<file path="src/rtl/eatc_pkg.sv">
// Package for the address text checker: length limit, character codes,
// item and result structs, character class helpers. No dependencies.
package eatc_pkg;

  localparam int MAX_LEN = 255;
  localparam int COUNT_W = $clog2(MAX_LEN + 1);

  localparam logic [7:0] CH_NUL  = 8'h00;
  localparam logic [7:0] CH_AT   = 8'h40;
  localparam logic [7:0] CH_DOT  = 8'h2E;
  localparam logic [7:0] CH_DASH = 8'h2D;
  localparam logic [7:0] CH_US   = 8'h5F;

  typedef struct packed {
    logic       valid;
    logic [7:0] ch;
  } item_t;

  typedef struct packed {
    logic valid;
    logic is_valid;
  } res_t;

  function automatic logic is_digit(input logic [7:0] c);
    return (c >= 8'h30) && (c <= 8'h39);
  endfunction

  function automatic logic is_alnum(input logic [7:0] c);
    return is_digit(c) || ((c >= 8'h41) && (c <= 8'h5A)) || ((c >= 8'h61) && (c <= 8'h7A));
  endfunction

endpackage

</file>
<file path="src/rtl/eatc_if.sv">
// Handshake interfaces for the character input and verdict output channels.
// Depends on nothing.
interface eatc_char_if;
  logic       valid;
  logic       ready;
  logic [7:0] ch;
  modport source (output valid, output ch, input ready);
  modport sink (input valid, input ch, output ready);
endinterface

interface eatc_verdict_if;
  logic valid;
  logic ready;
  logic is_valid;
  modport source (output valid, output is_valid, input ready);
  modport sink (input valid, input is_valid, output ready);
endinterface

</file>
<file path="src/rtl/eatc_in_stage.sv">
// Input register: captures one character transaction per cycle while it is empty or the scan takes its held character.
// Depends on eatc_pkg and eatc_char_if.
module eatc_in_stage (
  input  logic          clk,
  input  logic          rst,
  eatc_char_if.sink     chars,
  input  logic          take,
  output eatc_pkg::item_t item
);
  import eatc_pkg::*;

  assign chars.ready = !item.valid || take;

  always_ff @(posedge clk) begin
    if (rst) begin
      item.valid <= 1'b0;
    end else if (chars.ready) begin
      item.valid <= chars.valid;
    end
    if (chars.ready && chars.valid) begin
      item.ch <= chars.ch;
    end
  end
endmodule

</file>
<file path="src/rtl/eatc_scan.sv">
// Per-character rule check: holds the scan state and forms the verdict
// on the terminator. Depends on eatc_pkg.
module eatc_scan (
  input  logic            clk,
  input  logic            rst,
  input  eatc_pkg::item_t item,
  input  logic            room,
  output logic            take,
  output eatc_pkg::res_t  res
);
  import eatc_pkg::*;

  typedef enum logic [1:0] {
    PH_FIRST,
    PH_LOCAL,
    PH_DOMAIN
  } phase_t;

  phase_t               phase, phase_next;
  logic                 failed, failed_next;
  logic [COUNT_W-1:0]   char_count, char_count_next;
  logic [7:0]           prev_char, prev_char_next;
  logic                 label_open, label_open_next;
  logic                 seen_dot, seen_dot_next;
  logic [COUNT_W-1:0]   cnt_inc;
  logic                 cnt_full;
  logic                 term;

  assign term = (item.ch == CH_NUL);
  assign take = item.valid && (!term || room);

  assign res.valid    = take && term;
  assign res.is_valid = !failed && (phase == PH_DOMAIN) && label_open && seen_dot
                        && !is_digit(prev_char) && (char_count < COUNT_W'(MAX_LEN));

  assign cnt_inc  = (char_count < COUNT_W'(MAX_LEN)) ? char_count + 1'b1 : char_count;
  assign cnt_full = (cnt_inc >= COUNT_W'(MAX_LEN));

  always_comb begin
    phase_next      = phase;
    failed_next     = failed;
    char_count_next = char_count;
    prev_char_next  = item.ch;
    label_open_next = label_open;
    seen_dot_next   = seen_dot;
    if (term) begin
      phase_next      = PH_FIRST;
      failed_next     = 1'b0;
      char_count_next = '0;
      prev_char_next  = CH_NUL;
      label_open_next = 1'b0;
      seen_dot_next   = 1'b0;
    end else if (!failed) begin
      unique case (phase)
        PH_FIRST: begin
          failed_next     = !is_alnum(item.ch) || cnt_full;
          char_count_next = cnt_inc;
          phase_next      = PH_LOCAL;
        end
        PH_LOCAL: begin
          if (item.ch == CH_AT) begin
            failed_next = (prev_char == CH_DASH) || (prev_char == CH_US);
            phase_next  = PH_DOMAIN;
          end else begin
            failed_next = (!is_alnum(item.ch) && item.ch != CH_DASH && item.ch != CH_US)
                          || cnt_full;
            char_count_next = cnt_inc;
          end
        end
        PH_DOMAIN: begin
          if (is_alnum(item.ch)) begin
            label_open_next = 1'b1;
            failed_next     = cnt_full;
          end else if (label_open && (item.ch == CH_DASH || item.ch == CH_US)) begin
            failed_next = cnt_full;
          end else if (label_open && item.ch == CH_DOT) begin
            label_open_next = 1'b0;
            seen_dot_next   = 1'b1;
            failed_next     = cnt_full;
          end else begin
            failed_next = 1'b1;
          end
          char_count_next = cnt_inc;
        end
        default: begin
          failed_next = 1'b1;
        end
      endcase
    end
  end

  always_ff @(posedge clk) begin
    if (rst) begin
      phase      <= PH_FIRST;
      failed     <= 1'b0;
      char_count <= '0;
      prev_char  <= CH_NUL;
      label_open <= 1'b0;
      seen_dot   <= 1'b0;
    end else if (take) begin
      phase      <= phase_next;
      failed     <= failed_next;
      char_count <= char_count_next;
      prev_char  <= prev_char_next;
      label_open <= label_open_next;
      seen_dot   <= seen_dot_next;
    end
  end
endmodule

</file>
<file path="src/rtl/eatc_out_stage.sv">
// Result register: holds the verdict until the receiver takes it.
// Depends on eatc_pkg and eatc_verdict_if.
module eatc_out_stage (
  input  logic           clk,
  input  logic           rst,
  input  eatc_pkg::res_t res,
  output logic           room,
  eatc_verdict_if.source verdict
);
  import eatc_pkg::*;

  assign room = !verdict.valid || verdict.ready;

  always_ff @(posedge clk) begin
    if (rst) begin
      verdict.valid <= 1'b0;
    end else if (room) begin
      verdict.valid <= res.valid;
    end
    if (room && res.valid) begin
      verdict.is_valid <= res.is_valid;
    end
  end
endmodule

</file>
<file path="src/rtl/email_address_text_check.sv">
// Address text checker top level: input register, rule scan, result register.
// Depends on eatc_pkg, eatc_if, eatc_in_stage, eatc_scan, eatc_out_stage.
//
// Channels: chars carries one byte per transaction; a zero byte ends the
// string. verdict carries one transaction per string, is_valid = 1 when the
// string has an acceptable address shape.
// Throughput: one byte per cycle, including terminators, while the verdict channel is not stalled.
// A terminator's verdict is registered in the result register once the scan takes it from the input register.
// Non-zero bytes produce no output transaction.
// Reset (rst, synchronous): clears both registers and the scan state, so
// the next byte starts a new string.
// Stall: while verdict is held with ready low, non-zero bytes keep flowing;
// a terminator waits in the input register, and chars.ready drops only
// then.
module email_address_text_check (
  input  logic           clk,
  input  logic           rst,
  eatc_char_if.sink      chars,
  eatc_verdict_if.source verdict
);
  import eatc_pkg::*;

  item_t item;
  res_t  res;
  logic  take;
  logic  room;

  eatc_in_stage u_in (
    .clk   (clk),
    .rst   (rst),
    .chars (chars),
    .take  (take),
    .item  (item)
  );

  eatc_scan u_scan (
    .clk  (clk),
    .rst  (rst),
    .item (item),
    .room (room),
    .take (take),
    .res  (res)
  );

  eatc_out_stage u_out (
    .clk     (clk),
    .rst     (rst),
    .res     (res),
    .room    (room),
    .verdict (verdict)
  );
endmodule

</file>
<file path="src/flat_wrapper.sv">
// flat-port wrapper written by rule: the top's interface ports become plain ports
module email_address_text_check_flat import eatc_pkg::*;
  (clk, rst, chars_valid, chars_ch, chars_ready, verdict_valid, verdict_is_valid, verdict_ready);
  eatc_char_if chars_i ();
  eatc_verdict_if verdict_i ();
  input  logic clk;
  input  logic rst;
  input wire logic [$bits(chars_i.valid)-1:0] chars_valid;
  input wire logic [$bits(chars_i.ch)-1:0] chars_ch;
  output wire logic [$bits(chars_i.ready)-1:0] chars_ready;
  output wire logic [$bits(verdict_i.valid)-1:0] verdict_valid;
  output wire logic [$bits(verdict_i.is_valid)-1:0] verdict_is_valid;
  input wire logic [$bits(verdict_i.ready)-1:0] verdict_ready;
  assign chars_i.valid = chars_valid;
  assign chars_i.ch = chars_ch;
  assign chars_ready = chars_i.ready;
  assign verdict_valid = verdict_i.valid;
  assign verdict_is_valid = verdict_i.is_valid;
  assign verdict_i.ready = verdict_ready;
  email_address_text_check u_core (.clk(clk), .rst(rst), .chars(chars_i), .verdict(verdict_i));
endmodule
</file>
<file path="config.mk">
export PLATFORM = sky130hd
export DESIGN_NAME = email_address_text_check_flat
export DESIGN_NICKNAME = d
export VERILOG_FILES = /design/src/rtl/eatc_pkg.sv /design/src/rtl/eatc_if.sv /design/src/rtl/eatc_in_stage.sv /design/src/rtl/eatc_scan.sv /design/src/rtl/eatc_out_stage.sv /design/src/rtl/email_address_text_check.sv /design/src/flat_wrapper.sv
export SDC_FILE = /design/constraint.sdc
export NUM_CORES = 1
export LEC_CHECK = 0
export ABC_CLOCK_PERIOD_IN_PS = 5500
export BUFFER_PORTS_ARGS = -buffer_cell sky130_fd_sc_hd__buf_4
export CORE_ASPECT_RATIO = 0.8
export CORE_MARGIN = 4
export CORE_UTILIZATION = 56
export CTS_BUF_LIST = sky130_fd_sc_hd__clkbuf_2 sky130_fd_sc_hd__clkbuf_4 sky130_fd_sc_hd__clkbuf_8
export DETAILED_ROUTE_END_ITERATION = 7
export PLACE_DENSITY = 0.74
export SYNTH_ARGS = -nofsm -noshare
export SYNTH_HDL_FRONTEND = slang
export SYNTH_SLANG_ARGS = --single-unit
</file>
<file path="constraint.sdc">
create_clock -name clk -period 5.5 [get_ports clk]
set_input_delay 0.825 -clock clk [delete_from_list [all_inputs] [get_ports clk]]
set_output_delay 0.825 -clock clk [all_outputs]
set_load 0.01 [all_outputs]
</file>
==> results of run 1 <==
==> critical path, cell delays in order (launching register included) <==
cell      delay (ns)
edfxtp_1        0.53
or4_4           0.63
nor3_1          0.49
nand3_1         0.19
buf_4           0.19
==> cell usage in the layout (no fill, tap or decap), types with 4 or more instances in the layout <==
| master | netlist | routed |
|---|---|---|
| a211oi_1 | 8 | 8 |
| a21oi_1 | 20 | 20 |
| a31oi_1 | 8 | 8 |
| buf_4 | 0 | 14 |
| clkbuf_8 | 0 | 7 |
| dfxtp_1 | 23 | 23 |
| edfxtp_1 | 9 | 9 |
| inv_1 | 6 | 6 |
| nand2_1 | 27 | 27 |
| nand3_1 | 6 | 6 |
| nor2_1 | 5 | 5 |
| nor3_1 | 4 | 4 |
| o21ai_0 | 8 | 8 |
| o31ai_1 | 4 | 4 |
==> registers in the layout, indices dropped and copies added (netlist names) <==
signal,flops
u_core.u_in.item,9
u_core.u_scan.char_count,8
u_core.u_scan.prev_char,8
u_core.u_scan.phase,2
u_core.u_out.verdict.is_valid,1
u_core.u_out.verdict.valid,1
u_core.u_scan.failed,1
u_core.u_scan.label_open,1
u_core.u_scan.seen_dot,1
==> kinds of logic after synthesis <==
kind of cell	Yosys count
compound gates	69
fa+ha+maj	2
buf+inv	16
flops	32
mux	1
simple gates	73
==> per-layer routing <==
layer | share of wire | routed length [um]
met3 | 0.075 | 315
met4 | 0.019 | 81
met1 | 0.48 | 2014
met5 | 0 | 0
met2 | 0.42 | 1767
==> cell type report <==
class,count,area (um^2),share of cell area
Clock buffer,8,103.9,0.05310
Timing Repair Buffer,14,105.1,0.05374
Inverter,6,22.52,0.01152
Multi-Input combinational cell,145,945.9,0.4837
Tap cell,38,47.55,0.02431
Sequential cell,32,730.7,0.3736
==> worst max path at each step <==
stage                        endpoint
after floorplan           chars_ready
after global placement    chars_ready
after detailed placement  chars_ready
after CTS                 chars_ready
after global routing      chars_ready
final                     chars_ready
==> metrics by stage <==
step	std cells	setup slack, ns
floorplan	193	3.033
detailed placement	235	2.689
CTS	243	2.360
global placement	235	2.783
global route	243	2.166
finish	243	2.352
==> power groups by stage <==
| stage | sequential [W] | clock [W] | combinational [W] |
|---|---|---|---|
| after floorplan | 0.000267 | 0 | 0.0000373 |
| after global placement | 0.000276 | 0 | 0.0000410 |
| after detailed placement | 0.000277 | 0 | 0.0000427 |
| after CTS | 0.000272 | 0.000206 | 0.0000429 |
| after global routing | 0.000275 | 0.000220 | 0.0000480 |
| final | 0.000273 | 0.000201 | 0.0000438 |
==> flow_summary.yaml, run 1 <==
clock_network:
  cts_inserted_buffers: 5
  htree_levels: 2
  clock_sinks: 32
  cts_root_buf: "clkbuf_8"
  insertion_delay_ns: 0.29
  cts-resized-gates: 0
  cts_tree: "built"
  cts_buffer_depth: 2
  hold_buffers: 0
  path_clk_slew_ns: 0.07
  post-cts-setup-buffer-count: 0
run_status:
  status: "finished clean"
power:
  p_int_w: 0.0003922
  power.share.clock: 0.389
  p_per_area_nw_per_um2: 264.9
  switching_power_w: 0.0001258
  peakVddDrop_mv: 0.1571
  total_power_w: 0.0005181
  pwr-share-comb: 0.085
  p_sw_frac: 0.2429
  p_leak_nw: 0.6559
  pwr-share-seq: 0.527
synth:
  syn_area_per_cell_um2: 9.050
  synth_top_area_share: 0.2636
  synthXorXnorAreaFrac: 0
  synth.cell_area_um2: 1747
  postSynthCellCount: 193
  synth_flop_cell: "dfxtp_1"
  ys_seq_elements: 32
  synthMuxAreaShare: 0.005731
  synth_compound_area_frac: 0.2744
  synth-simple-area-share: 0.2486
  synth_top_family_by_area: "compound AO/OA/AOI/OAI gates"
  synth.distinct_cells: 54
  syn-num-nets: 206
  synth_enable_flop_cells: 9
  yosysMostFrequentCell: "nand2_1"
  netlist_top_cells_area: "dfxtp_1 (26%), edfxtp_1 (15%), nand2_1 (5.8%)"
  synthAdderAreaFrac: 0.01289
  yosysTopAreaCell: "dfxtp_1"
  synthTopCellsByCount: "nand2_1 (27), dfxtp_1 (23), a21oi_1 (20)"
  yosysWarnings: 0
  async_flop_share: 0
  ys_seq_area_frac: 0.4183
sta:
  holdWs_ns: 0.4674
  tightest_slew_ns: 0.8211
  finalMaxSlewViolations: 0
  min_period_ns: 3.148
  relSlewSlack: 0.4507
  finalSetupViolations: 0
  period_share: 0.5724
  setup_tns_ns: 0
  grt_setup_unrepaired: "false"
  hold_viol: 0
  finClkSkew_ns: 0.008005
  fmax_ghz: 0.3177
final_layout:
  finish.utilization: 0.6810
  final_nets: 217
  num_antenna_cells: 0
  areaGrowthSynthToFinish_pct: 11.96
  stdcell_area_um2: 1956
  drive_above_1_share: 0.1463
  fillers: 239
route:
  via_per_inst: 6.650
  drc_errors: 0
  firstDrtPassIters: 5
  postRouteAntennaNets: 0
  drt_iter0_markers: 158
  vias: 1616
  wire_per_inst_um: 17.20
  drt-total-wl_um: 4179
worst_setup_path:
  reg2reg_setup_slack_ns: 2.80
  regToRegEndpoint: "u_core.u_scan.char_count[0]"
  crit_type: "reg -> out"
  cp_max_fo: 9
  ff2ff_path_depth: 5
  critical_path_arrival_ns: 2.32
  cp_data_required_time_ns: 4.68
  startpoint_type: "flop"
  r2r-start: "u_core.u_in.item[1]"
  endpoint_kind: "output pin"
  crit_start: "u_core.u_in.item[1]"
placed_design:
  dpl_cell_area_um2: 1852
  gp_congestion: 0.8983
  hpwl_um: 3004
  portBuffers: 14
die:
  die-height_um: 57.95
  die_w_um: 70.44
  die_area_um2: 4082
  initial_utilization: 0.6083
  ios: 15
  rows: 17
  core_area_um2: 2872
global_route:
  grt_pass1_wl_um: 7003
  grt_use_met2: 0.3000
  grt_pass1_vias: 1454
  grt_overflow_total: 0
  busiest_layer: "met1"
  grt_max_degree: 24
  antenna_found_initial: 0
  met1_usage: 0.3187
  use_met3: 0.05719
  grt_util_all_layers: 0.2185
run:
  maxCapViolCount: 0
worst_hold_path:
  hold_start: "u_core.u_scan.seen_dot"
  hold_end: "u_core.u_scan.seen_dot"
  min_path_type: "reg -> reg"
  hold_path_depth: 1
(Power assumes the default switching activity.)
==> run 2: changes to the inputs <==
--- a/config.mk
+++ b/config.mk
@@ -5,14 +5,15 @@
 export SDC_FILE = /design/constraint.sdc
 export NUM_CORES = 1
 export LEC_CHECK = 0
-export ABC_CLOCK_PERIOD_IN_PS = 5500
+export ABC_AREA = 1
+export ABC_CLOCK_PERIOD_IN_PS = 2900
 export BUFFER_PORTS_ARGS = -buffer_cell sky130_fd_sc_hd__buf_4
 export CORE_ASPECT_RATIO = 0.8
 export CORE_MARGIN = 4
 export CORE_UTILIZATION = 56
 export CTS_BUF_LIST = sky130_fd_sc_hd__clkbuf_2 sky130_fd_sc_hd__clkbuf_4 sky130_fd_sc_hd__clkbuf_8
 export DETAILED_ROUTE_END_ITERATION = 7
-export PLACE_DENSITY = 0.74
+export PLACE_DENSITY = 0.73
 export SYNTH_ARGS = -nofsm -noshare
 export SYNTH_HDL_FRONTEND = slang
 export SYNTH_SLANG_ARGS = --single-unit
==> constraint.sdc (replaced) <==
create_clock -name clk -period 2.9 [get_ports clk]
set_input_delay 0.435 -clock clk [delete_from_list [all_inputs] [get_ports clk]]
set_output_delay 0.435 -clock clk [all_outputs]
set_load 0.01 [all_outputs]
==> run 2 against run 1 <==
  * Flip-flop and latch count unchanged
  * Clock power increased by 58%
  * Critical path depth increased by 1
  * Critical endpoint unchanged
  * Largest cell class unchanged
  * Largest power group unchanged
  * Non-clock buffer count unchanged
  * Combinational power increased to 3.2 times the previous value
  * Final cell count increased by 34%
  * Highest routed layer unchanged
==> flow_summary.yaml, run 2 <==
final_layout:
  fillers: 296
  stdcell_area_um2: 2074
  multi_input_area_um2: 985.9
  final_nets: 298
  final-seq-area_um2: 730.7
  drive_above_1_share: 0.1469
  top_register: "u_core.u_in.item"
  areaGrowthSynthToFinish_pct: 10.83
  most-common-layout-cells: "nand2_1 (81), nor2_1 (42), inv_1 (30), dfxtp_1 (23)"
  final_common_cell: "nand2_1"
  finish.utilization: 0.6579
  largest_reg_flops: 9
  reg_top3: "u_core.u_in.item: 9 flops, u_core.u_scan.char_count: 8 flops, u_core.u_scan.prev_char: 8 flops"
  num_antenna_cells: 0
worst_hold_path:
  hold_path_depth: 1
  min_path_type: "in -> reg"
synth:
  syn_area_per_cell_um2: 6.958
  synth_top_area_share: 0.2460
  async_flop_share: 0
  syn-num-nets: 282
  yosysMostFrequentCell: "nand2_1"
  ys_seq_area_frac: 0.3904
  synthTopCellsByCount: "nand2_1 (81), nor2_1 (42), inv_1 (30)"
  netlist_top_cells_area: "dfxtp_1 (25%), nand2_1 (16%), edfxtp_1 (14%)"
  ys_seq_elements: 32
  synth_flop_cell: "dfxtp_1"
  synth.distinct_cells: 32
  synth.cell_area_um2: 1872
  yosysTopAreaCell: "dfxtp_1"
  postSynthCellCount: 269
  yosysWarnings: 0
  synth_enable_flop_cells: 9
clock_network:
  cts_tree: "built"
  cts_buffer_depth: 2
  cts-resized-gates: 0
  path_clk_slew_ns: 0.06
  hold_buffers: 0
  htree_levels: 2
  insertion_delay_ns: 0.28
  post-cts-setup-buffer-count: 0
  clock_sinks: 32
  cts_root_buf: "clkbuf_8"
  cts_inserted_buffers: 5
sta:
  fmax_ghz: 0.5032
  finalMaxSlewViolations: 0
  setup_tns_ns: 0
  finClkSkew_ns: 0.003856
  grt_setup_unrepaired: "false"
  holdWs_ns: 0.3279
  finalSetupViolations: 0
  relSlewSlack: 0.6349
  hold_viol: 0
  period_share: 0.6852
  fin_ws_ns: 0.9128
  tightest_slew_ns: 0.5470
  min_period_ns: 1.987
power:
  p_per_area_nw_per_um2: 472.5
  peakVddDrop_mv: 0.3656
  p_leak_nw: 0.9469
worst_setup_path:
  path_depth: 5
  cp_slowest_cell: "edfxtp_1"
  crit_start: "u_core.u_in.item[3]"
  ff2ff_path_depth: 11
  r2r-start: "u_core.u_in.item[5]"
  crit_type: "reg -> out"
  cp_max_fo: 6
  regToRegEndpoint: "u_core.u_scan.char_count[2]"
  worstPathCellList: "nor2_4, nand3_4, nor2_8, nand4_1, buf_4"
  endpoint_kind: "output pin"
  reg2reg_setup_slack_ns: 0.99
  startpoint_type: "flop"
  crit_end: "chars_ready"
  cp_data_required_time_ns: 2.47
  critPathBufInv: 1
  critical_path_arrival_ns: 1.55
  slowest_delay_ns: 0.49
  critPathTopFamily: "simple AND/OR/NAND/NOR gates"
die:
  rows: 18
  initial_utilization: 0.5937
  die_area_um2: 4337
  ios: 15
  die_w_um: 72.64
  die-height_um: 59.71
  core_area_um2: 3153
global_route:
  grt_pass1_vias: 1400
  antenna_found_initial: 0
  grt_pass1_wl_um: 6396
  grt_util_all_layers: 0.1934
  grt_overflow_total: 0
  grt_max_degree: 21
run:
  maxCapViolCount: 0
placed_design:
  hpwl_um: 2913
  portBuffers: 14
  place_ws_ns: 1.020
  gp_congestion: 0.9139
  dpl_cell_area_um2: 1992
route:
  drc_errors: 0
  postRouteAntennaNets: 0
  drt_iter0_markers: 130
  wire_per_inst_um: 11.59
  drt-total-wl_um: 3778
  via_per_inst: 5.120
  vias: 1669
  firstDrtPassIters: 4
run_status:
  status: "finished clean"
[run 2: metal layers]
layer	vias up	track usage	wire (um)
met5	-	0	0
met4	0	0.07105	38
met3	5	0.05714	350
met2	60	0.2429	1395
met1	716	0.3027	1994
li1	888	-	-
[run 2: logic make-up after synthesis]
logic type	Yosys count	share of synthesized area
AND/OR/NAND/NOR	163	0.4064
buffers and inverters	37	0.08289
AO/OA/AOI/OAI	33	0.09960
flip-flops	32	0.3904
XOR/XNOR	3	0.01404
adder cells (fa/ha/maj)	1	0.006683
[run 2: layout make-up]
class,count,area share
inverters,32,0.05790
clock buffers,5,0.03317
multi-input cells,200,0.4753
repair buffers,14,0.05066
clock inverters,3,0.006634
flip-flops and latches,32,0.3522
well taps,40,0.02413
[run 2: worst min-delay path by stage]
stage,startpoint,endpoint
global placement,u_core.u_scan.seen_dot,u_core.u_scan.seen_dot
global route,chars_ch[6],u_core.u_in.item[6]
floorplan,u_core.u_scan.seen_dot,u_core.u_scan.seen_dot
finish,chars_ch[7],u_core.u_in.item[7]
detailed placement,u_core.u_scan.seen_dot,u_core.u_scan.seen_dot
CTS,chars_ch[3],u_core.u_in.item[3]
[run 2: metrics by stage]
| step | total power (W) | cells |
|---|---|---|
| after detailed placement | 0.0006692 | 318 |
| after global placement | 0.0006695 | 318 |
| after global routing | 0.001036 | 326 |
| after CTS | 0.0009886 | 326 |
| after floorplan | 0.0006319 | 269 |
| final | 0.0009803 | 326 |
[run 2: worst reg2reg max path: cells and delay by family, from the launching register on]
family          cells  cell delay [ns]
flops               1             0.49
simple gates        8             0.92
buf+inv             2             0.28
compound gates      1             0.11
[run 2: report_power, final]
part	switching [W]	internal, W
Combinational	0.0000863	0.0000526
Clock	0.000155	0.000162
Sequential	0.0000339	0.000490
